===== src/rtl/core/rfid_afd_pkg.sv =====
// Shared types, constants and helper functions of the RFID frame decoder.
// Used by the controller, the datapath and the top level; depends on nothing.
package rfid_afd_pkg;

    localparam int BIT_PERIOD_DEF = 256;
    localparam int MAX_DURATION   = 4095;
    localparam int FRAME_BITS     = 136;
    localparam int CHAR_START     = 39;
    localparam int CHAR_LEN       = 10;
    localparam int NUM_CHARS      = 9;
    localparam int CNT_W          = 8;
    localparam int PULSE_W        = 12;
    localparam int DUR_W          = 16;
    localparam int CARD_W         = 32;

    localparam logic [PULSE_W-1:0] MIN_PULSE_RST = 12'd60;
    localparam logic [PULSE_W-1:0] MAX_PULSE_RST = 12'd4000;

    localparam logic [CNT_W-1:0] PREAMBLE_BITS = 8'd8;
    localparam logic [CNT_W-1:0] LONG_LIMIT    = 8'd9;
    localparam logic [CNT_W-1:0] FRAME_CNT     = 8'd136;

    localparam logic [7:0] MARK_BYTE = 8'b11111111;
    localparam logic [7:0] STX_BYTE  = 8'b00000010;
    localparam logic [6:0] DATA_MASK = 7'h7F;

    // Register indexes of the configuration port.
    localparam logic REG_MIN_PULSE = 1'b0;
    localparam logic REG_MAX_PULSE = 1'b1;

    typedef struct packed {
        logic load_in;
        logic div_step;
        logic decide;
        logic shift;
        logic check;
        logic load_out;
    } cmd_t;

    typedef struct packed {
        logic skip;
        logic last_shift;
        logic match;
        logic out_free;
    } status_t;

    // Returns {valid, nibble} for an ASCII hex digit.
    function automatic logic [4:0] hex_value(input logic [6:0] c);
        logic [4:0] r;
        r = 5'd0;
        if (c >= 7'h30 && c <= 7'h39) begin
            r = {1'b1, 4'(c - 7'h30)};
        end else if (c >= 7'h41 && c <= 7'h46) begin
            r = {1'b1, 4'(c - 7'h37)};
        end else if (c >= 7'h61 && c <= 7'h66) begin
            r = {1'b1, 4'(c - 7'h57)};
        end
        return r;
    endfunction

endpackage


===== src/rtl/core/rfid_async_frame_decoder_top.sv =====
// Top level of the RFID asynchronous frame decoder: stream ports, APB register
// block, and the controller and datapath. Uses rfid_afd_pkg, rfid_afd_ctrl, rfid_afd_dp.
//
// Each input word carries one demodulated level and its duration in timer
// ticks. The block rounds the duration to a number of bit periods, shifts that
// many bits into a 136-bit frame register and, when the register holds a valid
// frame (marks, STX, nine odd-parity characters, XOR checksum, hex digits),
// sends out the 32-bit card number. Each word is accepted, then the rounding
// division is done (a multiply by a constant reciprocal), the bit count is
// decided, N bits are shifted in one per cycle, the frame is checked and the
// result is handed off. N is usually 1 to 8 and at most 16 at a 256-tick bit
// period (never more than 136 at shorter periods); words that are ignored or
// shift nothing end once the bit count is decided. A finished card number waits
// in an output register while the next word is already being decoded; the
// hand-off cycle stalls only while that register still holds an untaken word.
module rfid_async_frame_decoder_top
    import rfid_afd_pkg::*;
#(
    parameter int BIT_PERIOD = BIT_PERIOD_DEF
) (
    input  logic        aclk,
    input  logic        aresetn,
    // s_tdata: [0] level, [16:1] duration, [23:17] zero
    input  logic        s_tvalid,
    output logic        s_tready,
    input  logic [23:0] s_tdata,
    // m_tdata: [31:0] card_number
    output logic        m_tvalid,
    input  logic        m_tready,
    output logic [31:0] m_tdata,
    input  logic        psel,
    input  logic        penable,
    input  logic        pwrite,
    input  logic [2:0]  paddr,
    input  logic [31:0] pwdata,
    output logic [31:0] prdata,
    output logic        pready
);

    logic [PULSE_W-1:0] min_pulse_reg;
    logic [PULSE_W-1:0] max_pulse_reg;
    logic               cfg_write;
    cmd_t               cmd;
    status_t            st;

    assign pready    = 1'b1;
    assign cfg_write = psel && penable && pwrite && pready;

    always_ff @(posedge aclk) begin
        if (!aresetn) begin
            min_pulse_reg <= MIN_PULSE_RST;
            max_pulse_reg <= MAX_PULSE_RST;
        end else if (cfg_write) begin
            unique case (paddr[2])
                REG_MIN_PULSE: min_pulse_reg <= pwdata[PULSE_W-1:0];
                REG_MAX_PULSE: max_pulse_reg <= pwdata[PULSE_W-1:0];
                default: begin
                end
            endcase
        end
    end

    always_comb begin
        unique case (paddr[2])
            REG_MIN_PULSE: prdata = 32'(min_pulse_reg);
            REG_MAX_PULSE: prdata = 32'(max_pulse_reg);
            default:       prdata = '0;
        endcase
    end

    rfid_afd_ctrl u_ctrl (
        .aclk     (aclk),
        .aresetn  (aresetn),
        .in_valid (s_tvalid),
        .in_ready (s_tready),
        .st       (st),
        .cmd      (cmd)
    );

    rfid_afd_dp #(
        .BIT_PERIOD (BIT_PERIOD)
    ) u_dp (
        .aclk        (aclk),
        .aresetn     (aresetn),
        .cmd         (cmd),
        .st          (st),
        .in_level    (s_tdata[0]),
        .in_duration (s_tdata[DUR_W:1]),
        .min_pulse   (min_pulse_reg),
        .max_pulse   (max_pulse_reg),
        .out_valid   (m_tvalid),
        .out_ready   (m_tready),
        .out_card    (m_tdata)
    );

endmodule


===== src/rtl/core/rfid_afd_ctrl.sv =====
// Controller state machine of the RFID frame decoder: sequences input capture,
// rounding division, bit shifting, frame check and result hand-off. Uses rfid_afd_pkg.
module rfid_afd_ctrl
    import rfid_afd_pkg::*;
(
    input  logic    aclk,
    input  logic    aresetn,
    input  logic    in_valid,
    output logic    in_ready,
    input  status_t st,
    output cmd_t    cmd
);

    localparam logic [2:0] ST_IDLE   = 3'd0;
    localparam logic [2:0] ST_DIV    = 3'd1;
    localparam logic [2:0] ST_DECIDE = 3'd2;
    localparam logic [2:0] ST_SHIFT  = 3'd3;
    localparam logic [2:0] ST_CHECK  = 3'd4;
    localparam logic [2:0] ST_EMIT   = 3'd5;

    logic [2:0] state_reg, state_next;

    always_comb begin
        state_next = state_reg;
        cmd        = '0;
        in_ready   = 1'b0;
        unique case (state_reg)
            ST_IDLE: begin
                in_ready = 1'b1;
                if (in_valid) begin
                    cmd.load_in = 1'b1;
                    state_next  = ST_DIV;
                end
            end
            ST_DIV: begin
                cmd.div_step = 1'b1;
                state_next   = ST_DECIDE;
            end
            ST_DECIDE: begin
                cmd.decide = 1'b1;
                state_next = st.skip ? ST_IDLE : ST_SHIFT;
            end
            ST_SHIFT: begin
                cmd.shift = 1'b1;
                if (st.last_shift) begin
                    state_next = ST_CHECK;
                end
            end
            ST_CHECK: begin
                cmd.check  = 1'b1;
                state_next = ST_EMIT;
            end
            ST_EMIT: begin
                if (!st.match) begin
                    state_next = ST_IDLE;
                end else if (st.out_free) begin
                    cmd.load_out = 1'b1;
                    state_next   = ST_IDLE;
                end
            end
            default: begin
                state_next = ST_IDLE;
            end
        endcase
    end

    always_ff @(posedge aclk) begin
        if (!aresetn) begin
            state_reg <= ST_IDLE;
        end else begin
            state_reg <= state_next;
        end
    end

endmodule


===== src/rtl/core/rfid_afd_dp.sv =====
// Datapath of the RFID frame decoder: reciprocal-multiply rounding divider, preamble
// and polarity tracking, 136-bit frame shift register, frame check and result
// register. Driven by rfid_afd_ctrl through cmd_t; uses rfid_afd_pkg.
module rfid_afd_dp
    import rfid_afd_pkg::*;
#(
    parameter int BIT_PERIOD = BIT_PERIOD_DEF
) (
    input  logic               aclk,
    input  logic               aresetn,
    input  cmd_t               cmd,
    output status_t            st,
    input  logic               in_level,
    input  logic [DUR_W-1:0]   in_duration,
    input  logic [PULSE_W-1:0] min_pulse,
    input  logic [PULSE_W-1:0] max_pulse,
    output logic               out_valid,
    input  logic               out_ready,
    output logic [CARD_W-1:0]  out_card
);

    localparam int NW = $clog2(MAX_DURATION + 1 + BIT_PERIOD / 2);
    localparam int SH = NW + $clog2(BIT_PERIOD);
    localparam int MW = NW + 1;
    localparam logic [MW-1:0] RECIP = MW'(((1 << SH) + BIT_PERIOD - 1) / BIT_PERIOD);

    logic                  level_reg;
    logic                  too_long_reg;
    logic                  above_min_reg;
    logic [NW-1:0]         num_reg;
    logic [NW-1:0]         quo_reg;
    logic                  pre_reg, pol_reg;
    logic [CNT_W-1:0]      shift_cnt_reg;
    logic [FRAME_BITS-1:0] frame_reg;
    logic                  match_reg;
    logic [CARD_W-1:0]     card_reg;
    logic                  out_valid_reg;
    logic [CARD_W-1:0]     out_card_reg;

    logic [NW+MW-1:0]      prod;
    logic                  long_count;
    logic [CNT_W-1:0]      eff_count;
    logic                  match_next;
    logic [CARD_W-1:0]     card_next;

    // The rounded dividend is below 2^NW, so multiplying by the rounded-up scaled
    // reciprocal and dropping SH bits gives the exact integer quotient.
    assign prod = (NW+MW)'(num_reg) * (NW+MW)'(RECIP);

    assign long_count = quo_reg >= NW'(LONG_LIMIT);

    always_comb begin
        if (too_long_reg) begin
            eff_count = '0;
        end else if (long_count && !pre_reg) begin
            eff_count = PREAMBLE_BITS;
        end else if (long_count) begin
            eff_count = (quo_reg > NW'(FRAME_CNT)) ? FRAME_CNT : CNT_W'(quo_reg);
        end else if (quo_reg == '0 && above_min_reg) begin
            eff_count = CNT_W'(1);
        end else begin
            eff_count = CNT_W'(quo_reg);
        end
    end

    // Frame check of marks, bits 8-10, STX and characters; the ninth character is the XOR checksum of the first eight.
    always_comb begin
        logic [7:0] ch;
        logic [6:0] xsum;
        logic [4:0] hv;
        logic       ok;
        ok        = 1'b1;
        xsum      = '0;
        hv        = '0;
        card_next = '0;
        ok = ok && (frame_reg[7:0] == MARK_BYTE);
        ok = ok && !frame_reg[8] && !frame_reg[9] && frame_reg[10];
        for (int i = 0; i < 8; i++) begin
            ok = ok && (frame_reg[11 + i] == STX_BYTE[7 - i]);
            ok = ok && (frame_reg[128 + i] == MARK_BYTE[7 - i]);
        end
        for (int k = 0; k < NUM_CHARS; k++) begin
            ch = frame_reg[CHAR_START + CHAR_LEN * k +: 8];
            ok = ok && (^ch);
            if (k < NUM_CHARS - 1) begin
                xsum = xsum ^ (ch[6:0] & DATA_MASK);
                hv   = hex_value(ch[6:0]);
                ok   = ok && hv[4];
                card_next[CARD_W - 4 - 4 * k +: 4] = hv[3:0];
            end else begin
                ok = ok && ((ch[6:0] & DATA_MASK) == xsum);
            end
        end
        match_next = ok;
    end

    always_ff @(posedge aclk) begin
        if (!aresetn) begin
            pre_reg       <= 1'b0;
            pol_reg       <= 1'b0;
            frame_reg     <= '0;
            shift_cnt_reg <= '0;
            match_reg     <= 1'b0;
            out_valid_reg <= 1'b0;
        end else begin
            if (cmd.decide) begin
                shift_cnt_reg <= eff_count;
                if (!too_long_reg && long_count) begin
                    pre_reg <= !pre_reg;
                    if (!pre_reg) begin
                        pol_reg <= !level_reg;
                    end
                end
            end
            if (cmd.shift) begin
                // Oldest bit sits at index 0, the newest enters at the top.
                frame_reg     <= {level_reg ^ pol_reg, frame_reg[FRAME_BITS-1:1]};
                shift_cnt_reg <= shift_cnt_reg - 1'b1;
            end
            if (cmd.check) begin
                match_reg <= match_next;
            end
            if (cmd.load_out) begin
                out_valid_reg <= 1'b1;
            end else if (out_ready) begin
                out_valid_reg <= 1'b0;
            end
        end
    end

    always_ff @(posedge aclk) begin
        if (cmd.load_in) begin
            level_reg     <= in_level;
            too_long_reg  <= in_duration > DUR_W'(max_pulse);
            above_min_reg <= in_duration > DUR_W'(min_pulse);
            num_reg       <= NW'(in_duration[PULSE_W-1:0]) + NW'(BIT_PERIOD / 2);
        end else if (cmd.div_step) begin
            quo_reg <= NW'(prod >> SH);
        end
        if (cmd.check) begin
            card_reg <= card_next;
        end
        if (cmd.load_out) begin
            out_card_reg <= card_reg;
        end
    end

    assign st.skip       = (eff_count == '0);
    assign st.last_shift = (shift_cnt_reg == CNT_W'(1));
    assign st.match      = match_reg;
    assign st.out_free   = !out_valid_reg || out_ready;

    assign out_valid = out_valid_reg;
    assign out_card  = out_card_reg;

endmodule


===== config.mk =====
export PLATFORM = sky130hd
export DESIGN_NAME = rfid_async_frame_decoder_top
export DESIGN_NICKNAME = d
export VERILOG_FILES = /design/src/rtl/core/rfid_afd_pkg.sv /design/src/rtl/core/rfid_async_frame_decoder_top.sv /design/src/rtl/core/rfid_afd_ctrl.sv /design/src/rtl/core/rfid_afd_dp.sv
export SDC_FILE = /design/constraint.sdc
export NUM_CORES = 1
export LEC_CHECK = 0
export ABC_AREA = 1
export BUFFER_PORTS_ARGS = -buffer_cell sky130_fd_sc_hd__buf_2
export CORE_UTILIZATION = 40
export CTS_BUF_LIST = sky130_fd_sc_hd__clkbuf_8 sky130_fd_sc_hd__clkbuf_16
export DETAILED_ROUTE_END_ITERATION = 8
export PLACE_DENSITY = 0.7
export RECOVER_POWER = 100
export SETUP_SLACK_MARGIN = 0.1
export SLEW_MARGIN = 40
export SYNTH_ARGS = -nofsm -noshare
export SYNTH_HDL_FRONTEND = slang
export SYNTH_SLANG_ARGS = --single-unit

===== constraint.sdc =====
create_clock -name aclk -period 4.3 [get_ports aclk]
set_input_delay 0.43 -clock aclk [delete_from_list [all_inputs] [get_ports aclk]]
set_output_delay 0.43 -clock aclk [all_outputs]
set_load 0.01 [all_outputs]

---- Word level (Yosys, flattened, before mapping) ----
Cells that the tools add are included.
word-level totals
  register bits ........................... 260
  word-level logic and storage cells ...... 266
operators by class
  add/sub/neg operators ................... 26
  $lt $le $gt $ge ......................... 52
  eq/ne operators ......................... 11
  mux-type cells .......................... 50
  bitwise operators ....................... 18
  reductions and logical operators ........ 93
operators with widths
  kind                     number
  $mux W5                  25
  $ge A7 B7 Y1 const B     16
  $le A7 B7 Y1 const B     16
  $reduce_xor A8 Y1        9
  $logic_and A1 B1 Y1      66
  $pmux W32 S2             1
  $sub A4 B3 Y4 const B    16
  $ge A7 B6 Y1 const B     8
  $le A7 B6 Y1 const B     8
  $xor A7 B7 Y7            7
  $mux W8                  6
  $gt A16 B12 Y1           2
  $sub A4 B1 Y4 const B    8
  $pmux W3 S6              1
  $add A12 B8 Y13 const B  1
  $logic_not A13 Y1        1
  $mux W1                  12
  $mux W3                  4
  $not A1 Y1               10
  $eq A8 B1 Y1 const B     1
  $eq A8 B8 Y1 const B     1
  $gt A5 B8 Y1 const B     1
  $logic_not A8 Y1         1
  $reduce_and A2 Y1        4
  other kinds (15)         25

---- Longest topological paths before layout ----
Gate-level depths: netlist of the first run.
  depth in word-level cells ............... 38
  mapped depth ............................ 17

---- Cells and area by module ----
From an unflattened synthesis of the first run, not the netlist that was laid out.
second synthesis, totals
  cell total of the unflattened synthesis .. 1775
  area, all modules ....................... 13409.1 µm²
by module, submodules not included
  module                        instances  cells each  area each (µm²)  seq. area each (µm²)
  rfid_afd_dp                   1          1536        11886.4          5275.1
  rfid_async_frame_decoder_top  1          198         1283.7           480.5
  rfid_afd_ctrl                 1          41          239.0            60.1

---- Least setup slack after synthesis of the first run ----
No wires, ideal clock.
  path kind ............................... reg2reg
  start point ............................. register u_ctrl.state_reg[2]
  end point ............................... register u_dp.out_card_reg[0], in the netlist u_dp.out_card[0], enable pin
  setup time .............................. 0.421 ns
  arrival time ............................ 1.941 ns
  slack ................................... 1.938 ns
  cell stages (with the launch flop) ...... 3
  period minus slack after synthesis ...... 2.362 ns
  cells stage by stage .................... dfxtp_1 -> nand4_1 -> nor2_1
RTL lines
  what                      RTL line             source
  start: declaration        rfid_afd_ctrl.sv:21  logic [2:0] state_reg, state_next;
  start signal: assignment  rfid_afd_ctrl.sv:71  state_reg <= state_next;
  end signal: assignment    rfid_afd_dp.sv:144   out_card_reg <= card_reg;
  end: declaration          rfid_afd_dp.sv:38    logic [CARD_W-1:0] out_card_reg;

---- Final worst setup path of the first run ----
  start point ............................. register u_ctrl.state_reg[2]
  end point ............................... register u_dp.shift_cnt_reg[3]
between the ends
  cells in the longest elaborated chain, start to end .. 3
  elaborated cells between the ends (all ways) .. 6
  classes of those cells .................. eq/ne: 2; mux: 3; reduce/logical: 1
RTL lines
  what                                                  RTL line             source
  $eq A3 B2 Y1                                          rfid_afd_ctrl.sv:27  unique case (state_reg)
  $mux W1                                               rfid_afd_ctrl.sv:27
  $mux W8 / $reduce_bool A2 Y1 (equally long branches)  --
  end signal: assignment                                rfid_afd_dp.sv:107   shift_cnt_reg <= eff_count;
  end signal: assignment                                rfid_afd_dp.sv:118   shift_cnt_reg <= shift_cnt_reg - 1'b1;
  end: declaration                                      rfid_afd_dp.sv:33    logic [CNT_W-1:0] shift_cnt_reg;
Parallel ways exist; a longest one is shown, timed or not.
A chain may end at the register's enable or synchronous reset.

==> impl_metrics.env, run 1 <==
export IMPL_ys_async_sr_fraction=0
export IMPL_dp_slack_ns=1.94
export IMPL_min_period_over_period=0.706
export IMPL_dieArea_um2=34400
export IMPL_fin_area_um2=15000
export IMPL_ys_ff_latch=252
export IMPL_die_x_um=185
export IMPL_drv_slew=100
export IMPL_synth_edff_count=77
export IMPL_place_hpwl_um=20500
export IMPL_reg2reg_depth=7
export IMPL_synth_most_common_cell="nand2_1"
export IMPL_grt_pass1_vias=10300
export IMPL_worst_path_buf_inv=2
export IMPL_finalPower_mw=6.81
export IMPL_grtUsageTotal=0.175
export IMPL_final_hold_violation_count=0
export IMPL_synth_area_leaders="dfxtp_1 (26%), edfxtp_1 (17%), ha_1 (9.1%)"
export IMPL_worst_setup_path_start_kind="flip-flop"
export IMPL_hold_buffers=0
export IMPL_grt_max_degree=111
export IMPL_critPathSlowestCell="clkbuf_2"
export IMPL_clock_path_buffers=3
export IMPL_clk_pin_slew_ns=0.06
export IMPL_cts_buffers_inserted=28
export IMPL_fin_crit_ns=3.04
export IMPL_leakage_nw=6.58
export IMPL_grt_pass1_wl_um=49300
export IMPL_yosysWarnings=0
export IMPL_synthTopCellsByCount="nand2_1 (300), o21ai_0 (200), dfxtp_1 (175)"
export IMPL_worstMarginPinSlew_ns=1.64
export IMPL_hold_path_class="in2reg"
export IMPL_overflow=0
export IMPL_multiInputGateArea_um2=6530
export IMPL_dp_cells=2178
export IMPL_route_vias_total=11300
export IMPL_root_buffer="clkbuf_16"
export IMPL_synthFlopType="dfxtp_1"
export IMPL_place_congestion=0.887
export IMPL_clkLatencyLatePin_ns=0.57
export IMPL_use_met3=0.0264
export IMPL_violations="max-capacitance violations, max-slew violations"
export IMPL_power_internal_mw=4.66
export IMPL_p_clk_frac=0.357
export IMPL_synth_avg_cell_area_um2=7.86
export IMPL_postPlaceCellArea_um2=14100
export IMPL_fp_dieH_um=185
export IMPL_seq_area_um2=5820
export IMPL_crit_type="reg2reg"
export IMPL_yosysTopAreaCell="dfxtp_1"
export IMPL_antenna_found_initial=0
export IMPL_htree_levels=1
export IMPL_path_cells="nor2_1 -> clkinvlp_2 -> nor2_4 -> clkbuf_2 -> nor3_1 -> o21ai_0 -> a21oi_1"
export IMPL_required_ns=4.70
export IMPL_syn_inst=1713
export IMPL_cts_setup_buffers=0
export IMPL_clkSinkCount=252
export IMPL_setup_tns_ns=0
export IMPL_p_seq_frac=0.436
export IMPL_min_to="u_dp.level_reg$_DFFE_PP_"
export IMPL_fp_row_count=66
export IMPL_cts_tree="done"
export IMPL_fmax_mhz=329
export IMPL_p_per_area_nw_per_um2=455
export IMPL_postRouteAntennaNets=0
export IMPL_top_level_ports=133
export IMPL_final_cells=2230
export IMPL_critPathCaptureType="flip-flop"
export IMPL_min_from="s_tdata[0]"
export IMPL_relSlewSlack=-0.0935
export IMPL_grt_busiest_layer="met2"
export IMPL_setup_violations=0
export IMPL_grtUsageMet1=0.229
export IMPL_netlist_area_um2=13500
export IMPL_synth_cell_types=49
export IMPL_fin_ws_ns=1.26
export IMPL_routedWlPerCell_um=13.3
export IMPL_reg2reg_setup_slack_ns=1.26
export IMPL_drc_errors=0
export IMPL_grt_util_met2=0.292
export IMPL_detail_route_vias_per_cell=5.08
export IMPL_cp_max_fo=99
export IMPL_largest_reg_flops=136
export IMPL_drive_gt1_frac=0.0822
export IMPL_fill_cells=3289
export IMPL_power_switching_mw=2.15
export IMPL_ir_worst_vdd_mv=0.309
export IMPL_cp_top_family="buffers and inverters"
export IMPL_routed_wl_um=29800
export IMPL_reg2reg_from="u_ctrl.state_reg[2]$_SDFFE_PN0P_"
export IMPL_numPortBuffers=82
export IMPL_status="finished, violations left"
export IMPL_start_util=0.410
export IMPL_core_area_um2=32900
export IMPL_layout_nets=1930
export IMPL_worstPathArrival_ns=3.43
export IMPL_yosysSeqAreaShare=0.432
export IMPL_cts_resized=0
export IMPL_yosysTopAreaCellShare=0.260
export IMPL_fin_skew_ns=0.0241
export IMPL_min_path_cells=1
export IMPL_cpPeakStageDelay_ns=1.21
export IMPL_r2r_end="u_dp.shift_cnt_reg[3]$_SDFFE_PN0P_"
export IMPL_combinationalPowerShare=0.207
export IMPL_switching_share=0.316
export IMPL_drt_iter0_markers=802
export IMPL_drv_cap=1
export IMPL_area_growth_pct=11.3
export IMPL_antenna_cells=0
export IMPL_first_pass_iters=7
export IMPL_rsz0062_at_grt="false"
-- power by group through the flow --
stage,clock network [mW],logic (mW),registers [mW]
after floorplan,0,1.13,2.93
after global placement,0,1.38,3.00
after detailed placement,0,1.42,3.01
after CTS,2.49,1.43,2.97
after global routing,2.59,1.62,3.00
final,2.43,1.41,2.97
-- stage by stage --
step                      hold slack, ns   util
final                             0.0604  0.456
after global routing              0.0417  0.456
after CTS                         0.0348  0.459
after detailed placement           0.405  0.430
after global placement             0.400  0.429
after floorplan                    0.400      -
-- layer usage --
layer  up-vias  routed length (µm)
li1       5778                   -
met1      5161               13700
met2       319               13600
met3        60                1580
met4         0                 867
met5         -                   0
-- cells by family after synthesis --
| family | count (synthesis) | share of synthesized area |
|---|---|---|
| other | 2 | 0.000558 |
| and+or+nand+nor | 641 | 0.204 |
| DFF | 252 | 0.432 |
| buffers and inverters | 277 | 0.0870 |
| AOI/OAI and AO/OA | 398 | 0.157 |
| adders and majority gates | 98 | 0.0911 |
| xor gates and xnor gates | 45 | 0.0293 |
-- placed cells by master, fill, tap and decap left out, types with 3 or more instances in the layout --
master,n
a31oi_1,11
nor3_1,10
ha_1,98
nand3_2,4
nand4_1,26
a311oi_1,3
nor4_1,3
dfxtp_1,175
o21bai_1,6
nand3_1,112
conb_1,21
a21oi_1,143
nand2_1,301
clkinv_2,8
o21ai_0,202
xor2_1,26
xnor2_1,19
nand2_2,8
nor2_4,3
clkbuf_1,49
o22ai_1,7
nor2_1,164
buf_4,3
o211ai_1,4
nor2_2,3
edfxtp_1,77
o21ai_1,6
inv_2,38
inv_1,157
clkbuf_8,5
clkbuf_16,31
buf_2,33
-- worst max-delay path by stage --
stage                                      from                                 end  depth (start not counted)
4_1_cts         u_dp.frame_reg[94]$_SDFFE_PN0P_         u_dp.match_reg$_SDFFE_PN0P_                         16
3_3_place_gp                            aresetn       min_pulse_reg[2]$_SDFFE_PN1P_                          4
3_5_place_dp                            aresetn       min_pulse_reg[4]$_SDFFE_PN1P_                          4
2_1_floorplan  u_ctrl.state_reg[2]$_SDFFE_PN0P_          u_dp.out_card[0]$_DFFE_PP_                          2
6_report       u_ctrl.state_reg[2]$_SDFFE_PN0P_  u_dp.shift_cnt_reg[3]$_SDFFE_PN0P_                          7
5_1_grt        u_ctrl.state_reg[2]$_SDFFE_PN0P_  u_dp.shift_cnt_reg[3]$_SDFFE_PN0P_                          7
-- final cells by class --
cell class,instances,area share
clock inverter,16,0.00760
tap,442,0.0369
sequential,252,0.388
clock buffer,36,0.0564
multi-input combinational,1203,0.436
inverter,193,0.0484
timing repair buffer,88,0.0266
No activity file was read; power rests on OpenSTA's default activity.
==> run 2: changes to the inputs <==
--- a/config.mk
+++ b/config.mk
@@ -10,7 +10,7 @@
 export CORE_UTILIZATION = 40
 export CTS_BUF_LIST = sky130_fd_sc_hd__clkbuf_8 sky130_fd_sc_hd__clkbuf_16
 export DETAILED_ROUTE_END_ITERATION = 8
-export PLACE_DENSITY = 0.7
+export PLACE_DENSITY = 0.72
 export RECOVER_POWER = 100
 export SETUP_SLACK_MARGIN = 0.1
 export SLEW_MARGIN = 40
==> constraint.sdc (replaced) <==
create_clock -name aclk -period 2.5 [get_ports aclk]
set_input_delay 0.25 -clock aclk [delete_from_list [all_inputs] [get_ports aclk]]
set_output_delay 0.25 -clock aclk [all_outputs]
set_load 0.01 [all_outputs]
==> impl_metrics.env, run 2 (synthesis gave the netlist of run 1 again) <==
export IMPL_required_ns=2.94
export IMPL_mostFrequentLayoutCell="nand2_1"
export IMPL_cp_max_fo=7
export IMPL_setup_violations=0
export IMPL_setup_tns_ns=0
export IMPL_root_buffer="clkbuf_16"
export IMPL_fp_dieH_um=185
export IMPL_cpPeakStageDelay_ns=0.49
export IMPL_die_x_um=185
export IMPL_grt_pass1_vias=10200
export IMPL_utilization=0.460
export IMPL_numPortBuffers=82
export IMPL_cp_top_family="simple AND/OR/NAND/NOR gates"
export IMPL_fin_crit_ns=2.21
export IMPL_worstMarginPinSlew_ns=0.994
export IMPL_place_congestion=0.889
export IMPL_core_area_um2=32900
export IMPL_leakage_nw=6.66
export IMPL_critPathSlowestCell="dfxtp_1"
export IMPL_layout_nets=1948
export IMPL_rsz0062_at_grt="false"
export IMPL_antenna_found_initial=0
export IMPL_final_cells=2247
export IMPL_dp_cells=2185
export IMPL_cts_setup_buffers=0
export IMPL_htree_levels=1
export IMPL_most_common_layout_cells="nand2_1 (301), o21ai_0 (202), dfxtp_1 (174)"
export IMPL_crit_type="reg2reg"
export IMPL_top_level_ports=133
export IMPL_area_growth_pct=12.4
export IMPL_fin_skew_ns=0.0192
export IMPL_clkLatencyLatePin_ns=0.54
export IMPL_routed_wl_um=29400
export IMPL_drc_errors=0
export IMPL_cts_tree="done"
export IMPL_largest_reg_flops=136
export IMPL_dieArea_um2=34400
export IMPL_status="complete, no violations"
export IMPL_detail_route_vias_per_cell=5.03
export IMPL_antenna_cells=0
export IMPL_routedWlPerCell_um=13.1
export IMPL_relSlewSlack=0.338
export IMPL_worstPathArrival_ns=2.65
export IMPL_route_vias_total=11300
export IMPL_grt_pass1_wl_um=48600
export IMPL_clkSinkCount=252
export IMPL_overflow=0
export IMPL_place_hpwl_um=20500
export IMPL_min_period_over_period=0.883
export IMPL_fill_cells=3245
export IMPL_start_util=0.410
export IMPL_hold_path_class="in2reg"
export IMPL_final_hold_violation_count=0
export IMPL_path_cells="inv_1 -> ha_1 -> inv_1 -> nand2_1 -> nand2_1 -> nand2_1 -> nand3_1 -> nand2_1 -> nor2_1 -> nand3_1 -> nor2_1 -> nand2_1 -> nor2_1 -> nand3_1 -> a21oi_1"
export IMPL_grtUsageTotal=0.171
export IMPL_worst_setup_path_start_kind="flip-flop"
export IMPL_postRouteAntennaNets=0
export IMPL_first_pass_iters=5
export IMPL_drt_iter0_markers=721
export IMPL_clk_pin_slew_ns=0.06
export IMPL_grt_max_degree=138
export IMPL_drive_gt1_frac=0.0809
export IMPL_p_per_area_nw_per_um2=770
export IMPL_critPathCaptureType="flip-flop"
export IMPL_fmax_mhz=453
export IMPL_clock_path_buffers=3
export IMPL_fp_row_count=66
export IMPL_drv_cap=0
export IMPL_crit_top_cell="nand2_1"
export IMPL_ir_worst_vdd_mv=0.594
export IMPL_worst_path_buf_inv=2
export IMPL_cts_buffers_inserted=28
export IMPL_drv_slew=0
run 2: cell types whose count changed in the layout (fill, tap and decap cells not counted), moves of 2 or more:
cell	previous run	this run
dlygate4sd3_1	0	11
buf_4	3	6
clkbuf_1	49	52
clkinv_1	0	3
buf_12	0	2
buf_6	2	0
clkbuf_16	31	29
clkinv_2	8	6
inv_1	157	159
inv_2	38	36
run 2: cell type report:
type	instances	area [µm²]	area share
Multi-Input combinational cell	1203	6530	0.431
Inverter	193	727	0.0480
Sequential cell	252	5820	0.384
Tap cell	442	553	0.0366
Clock inverter	16	131	0.00868
Timing Repair Buffer	106	568	0.0375
Clock buffer	35	808	0.0534
run 2: repair_timing:
action | 4_1_cts | 5_1_grt
hold buffers | 11 | 0
endpoints found under the hold margin | 15 | 0
gates resized for setup | 0 | 1
endpoints found under the setup margin | 0 | 1
run 2: worst paths after layout:
path	start	to	slack, ns	cells after the start
max	u_dp.frame_reg[102]$_SDFFE_PN0P_	u_dp.match_reg$_SDFFE_PN0P_	0.29	15
min	pwdata[6]	max_pulse_reg[6]$_SDFFE_PN0P_	0.02	3
max reg2reg	u_dp.frame_reg[102]$_SDFFE_PN0P_	u_dp.match_reg$_SDFFE_PN0P_	0.29	15
min reg2reg	u_dp.card_reg[25]$_DFFE_PP_	u_dp.out_card[25]$_DFFE_PP_	0.41	0
run 2: layer usage:
layer,share of wire,GRT usage,vias to the layer above
met2,0.46,0.285,250
met1,0.47,0.223,5182
met5,0,0,-
met3,0.041,0.0245,57
li1,-,-,5815
met4,0.035,0.0648,0
run 2: worst reg2reg max path, stage by stage, from the launching register on:
cell and delay (ns):
dfxtp_1 0.49, inv_1 0.15, ha_1 0.32, inv_1 0.06, nand2_1 0.06, nand2_1 0.05, nand2_1 0.06, nand3_1 0.15
nand2_1 0.07, nor2_1 0.09, nand3_1 0.10, nor2_1 0.10, nand2_1 0.05, nor2_1 0.08, nand3_1 0.14, a21oi_1 0.15
run 2: metrics by stage:
step | cell area, µm² | total power, mW | setup WS, ns | hold slack [ns]
floorplan | 13500 | 7.00 | 0.138 | 0.349
global placement | 14200 | 7.55 | 0.369 | 0.400
detailed placement | 14200 | 7.64 | 0.337 | 0.405
CTS | 15200 | 11.8 | 0.305 | 0.00123
global route | 15100 | 12.3 | 0.0677 | 0.0381
finish | 15100 | 11.7 | 0.292 | 0.0238
run 2: where the power goes:
part           switching (mW)  total (mW)  internal (mW)
registers               0.366        5.09           4.72
clock network            1.64        4.11           2.48
logic                    1.61        2.45          0.835
==> run 3: changes to the inputs <==
--- a/config.mk
+++ b/config.mk
@@ -5,7 +5,6 @@
 export SDC_FILE = /design/constraint.sdc
 export NUM_CORES = 1
 export LEC_CHECK = 0
-export ABC_AREA = 1
 export BUFFER_PORTS_ARGS = -buffer_cell sky130_fd_sc_hd__buf_2
 export CORE_UTILIZATION = 40
 export CTS_BUF_LIST = sky130_fd_sc_hd__clkbuf_8 sky130_fd_sc_hd__clkbuf_16
==> impl_metrics.env, run 3 <==
export IMPL_fill_cells=3052
export IMPL_hold_path_class="in2reg"
export IMPL_ir_worst_vdd_mv=0.444
export IMPL_top_layer_used="met4"
export IMPL_worstPathArrival_ns=2.81
export IMPL_worst_path_buf_inv=2
export IMPL_grt_pass1_wl_um=46100
export IMPL_synthTopCellsByCount="nand2_1 (373), dfxtp_1 (175), a21boi_0 (100)"
export IMPL_yosysTopAreaCellShare=0.263
export IMPL_antenna_cells=0
export IMPL_routedWlPerCell_um=13.4
export IMPL_dp_slack_ns=0.0366
export IMPL_dp_cells=1985
export IMPL_antenna_found_initial=0
export IMPL_synth_area_leaders="dfxtp_1 (26%), edfxtp_1 (17%), nand2_1 (11%)"
export IMPL_cts_buffers_inserted=27
export IMPL_relSlewSlack=0.232
export IMPL_worst_setup_path_start_kind="flip-flop"
export IMPL_synth_most_common_cell="nand2_1"
export IMPL_grt_pass1_vias=9655
export IMPL_core_area_um2=32600
export IMPL_whs_ns=0.0437
export IMPL_rsz0062_at_grt="true"
export IMPL_largest_reg_flops=136
export IMPL_drv_cap=0
export IMPL_leakage_nw=5.39
export IMPL_syn_inst=1517
export IMPL_met3_length_um=1340
export IMPL_postPlaceCellArea_um2=14200
export IMPL_grtUsageTotal=0.162
export IMPL_fin_area_um2=15300
export IMPL_route_met2_wl_um=13200
export IMPL_wl_met1_um=12300
export IMPL_mostFrequentLayoutCell="nand2_1"
export IMPL_synth_avg_cell_area_um2=8.77
export IMPL_setup_violations=0
export IMPL_drt_iter0_markers=791
export IMPL_cpPeakStageDelay_ns=0.44
export IMPL_fin_ws_ns=0.159
export IMPL_die_x_um=184
export IMPL_multiInputGateArea_um2=6760
export IMPL_top_level_ports=133
export IMPL_routed_wl_um=27400
export IMPL_netlist_area_um2=13300
export IMPL_most_common_layout_cells="nand2_1 (372), dfxtp_1 (169), a21boi_0 (100)"
export IMPL_fp_dieH_um=184
export IMPL_clkLatencyLatePin_ns=0.54
export IMPL_status="complete, no violations"
export IMPL_synth_cell_types=68
export IMPL_route_vias_total=10300
export IMPL_worstMarginPinSlew_ns=1.15
export IMPL_clkSinkCount=252
export IMPL_numPortBuffers=82
export IMPL_p_per_area_nw_per_um2=588
export IMPL_clock_path_buffers=3
export IMPL_required_ns=2.96
export IMPL_cp_max_fo=6
export IMPL_clk_pin_slew_ns=0.06
export IMPL_final_cells=2049
export IMPL_final_hold_violation_count=0
export IMPL_setup_tns_ns=0
export IMPL_fp_row_count=66
export IMPL_fmax_mhz=427
export IMPL_ys_ff_latch=252
export IMPL_synthFlopType="dfxtp_1"
export IMPL_grt_max_degree=124
export IMPL_crit_type="reg2reg"
export IMPL_drive_gt1_frac=0.0921
export IMPL_dieArea_um2=34000
export IMPL_root_buffer="clkbuf_16"
export IMPL_cp_top_family="simple AND/OR/NAND/NOR gates"
export IMPL_htree_levels=1
export IMPL_overflow=0
export IMPL_place_hpwl_um=18600
export IMPL_place_congestion=0.907
export IMPL_critPathCaptureType="flip-flop"
export IMPL_cts_tree="done"
export IMPL_drc_errors=0
export IMPL_yosysTopAreaCell="dfxtp_1"
export IMPL_path_cells="buf_4 -> or3_1 -> and3_1 -> nor4_4 -> inv_1 -> a2111oi_2 -> o2111ai_1 -> o21ai_0"
export IMPL_yosysSeqAreaShare=0.437
export IMPL_min_period_over_period=0.936
export IMPL_critPathSlowestCell="a2111oi_2"
export IMPL_postRouteAntennaNets=0
export IMPL_fin_skew_ns=0.0251
export IMPL_detail_route_vias_per_cell=5.03
export IMPL_first_pass_iters=5
export IMPL_fin_crit_ns=2.34
export IMPL_drv_slew=0
export IMPL_ys_async_sr_fraction=0
export IMPL_layout_nets=1750
export IMPL_start_util=0.408
export IMPL_seq_area_um2=5820
export IMPL_area_growth_pct=14.8
export IMPL_synth_edff_count=77
export IMPL_yosysWarnings=0
-- run 3: changes by cell type in the layout (fill, tap and decap cells not counted), moves of 14 or more --
cell	previous run	this run
inv_1	159	81
nor2_1	165	35
or3_1	0	14
a21oi_1	144	76
inv_2	36	3
nand4_1	26	12
xnor2_1	19	84
nand2_1	301	372
nand3_1	112	24
xor2_1	26	11
a21boi_0	0	100
buf_4	6	33
o21ai_0	202	54
-- run 3: layout make-up --
cell class	count	area share
multi-input combinational	1081	0.443
tap	442	0.0362
timing repair buffer	142	0.0552
sequential	252	0.381
inverter	82	0.0202
clock buffer	32	0.0495
clock inverter	18	0.0150
-- run 3: power breakdown --
part	switching [mW]	internal, mW	leakage [nW]
registers	0.0250	4.24	2.10
logic	0.251	0.151	2.80
clock network	1.64	2.67	0.482
-- run 3: what timing repair did --
item,4_1_cts,5_1_grt
gates resized for setup,2,13
pin swaps,0,3
hold buffers,13,0
setup endpoints to repair,1,5
setup buffers,0,1
hold endpoints to repair,25,0
-- run 3: cell families after synthesis --
group | Yosys count | share of synthesized area
buffers and inverters | 203 | 0.0636
muxes | 5 | 0.00386
other | 2 | 0.000565
AOI/OAI and AO/OA | 320 | 0.158
adders and majority gates | 98 | 0.0922
xor gates and xnor gates | 97 | 0.0659
DFF | 252 | 0.437
and+or+nand+nor | 540 | 0.179
-- run 3: final timing paths --
kind	start	to	slack, ns	cells past startpoint
hold / removal	m_tready	u_dp.out_valid$_SDFFE_PN0P_	0.04	4
setup / recovery	u_dp.frame_reg[89]$_SDFFE_PN0P_	u_dp.match_reg$_SDFFE_PN0P_	0.16	8
setup reg to reg	u_dp.frame_reg[89]$_SDFFE_PN0P_	u_dp.match_reg$_SDFFE_PN0P_	0.16	8
hold reg to reg	u_dp.card_reg[23]$_DFFE_PP_	u_dp.out_card[23]$_DFFE_PP_	0.42	0
-- run 3: routing by layer --
layer | GRT usage | vias up
met4 | 0.0410 | 0
li1 | - | 5234
met1 | 0.208 | 4795
met3 | 0.0233 | 37
met5 | 0 | -
met2 | 0.283 | 241
-- run 3: metrics by stage --
stage / util / total power, mW
floorplan: - / 4.64
global placement: 0.436 / 4.74
detailed placement: 0.436 / 4.76
CTS: 0.471 / 9.10
global route: 0.468 / 9.31
finish: 0.468 / 8.98
-- run 3: tightest hold or removal path, delay by kind of cell --
kind,cells,cell delay [ns]
buf+inv,2,0.14
compound gates,1,0.06
simple gates,1,0.08
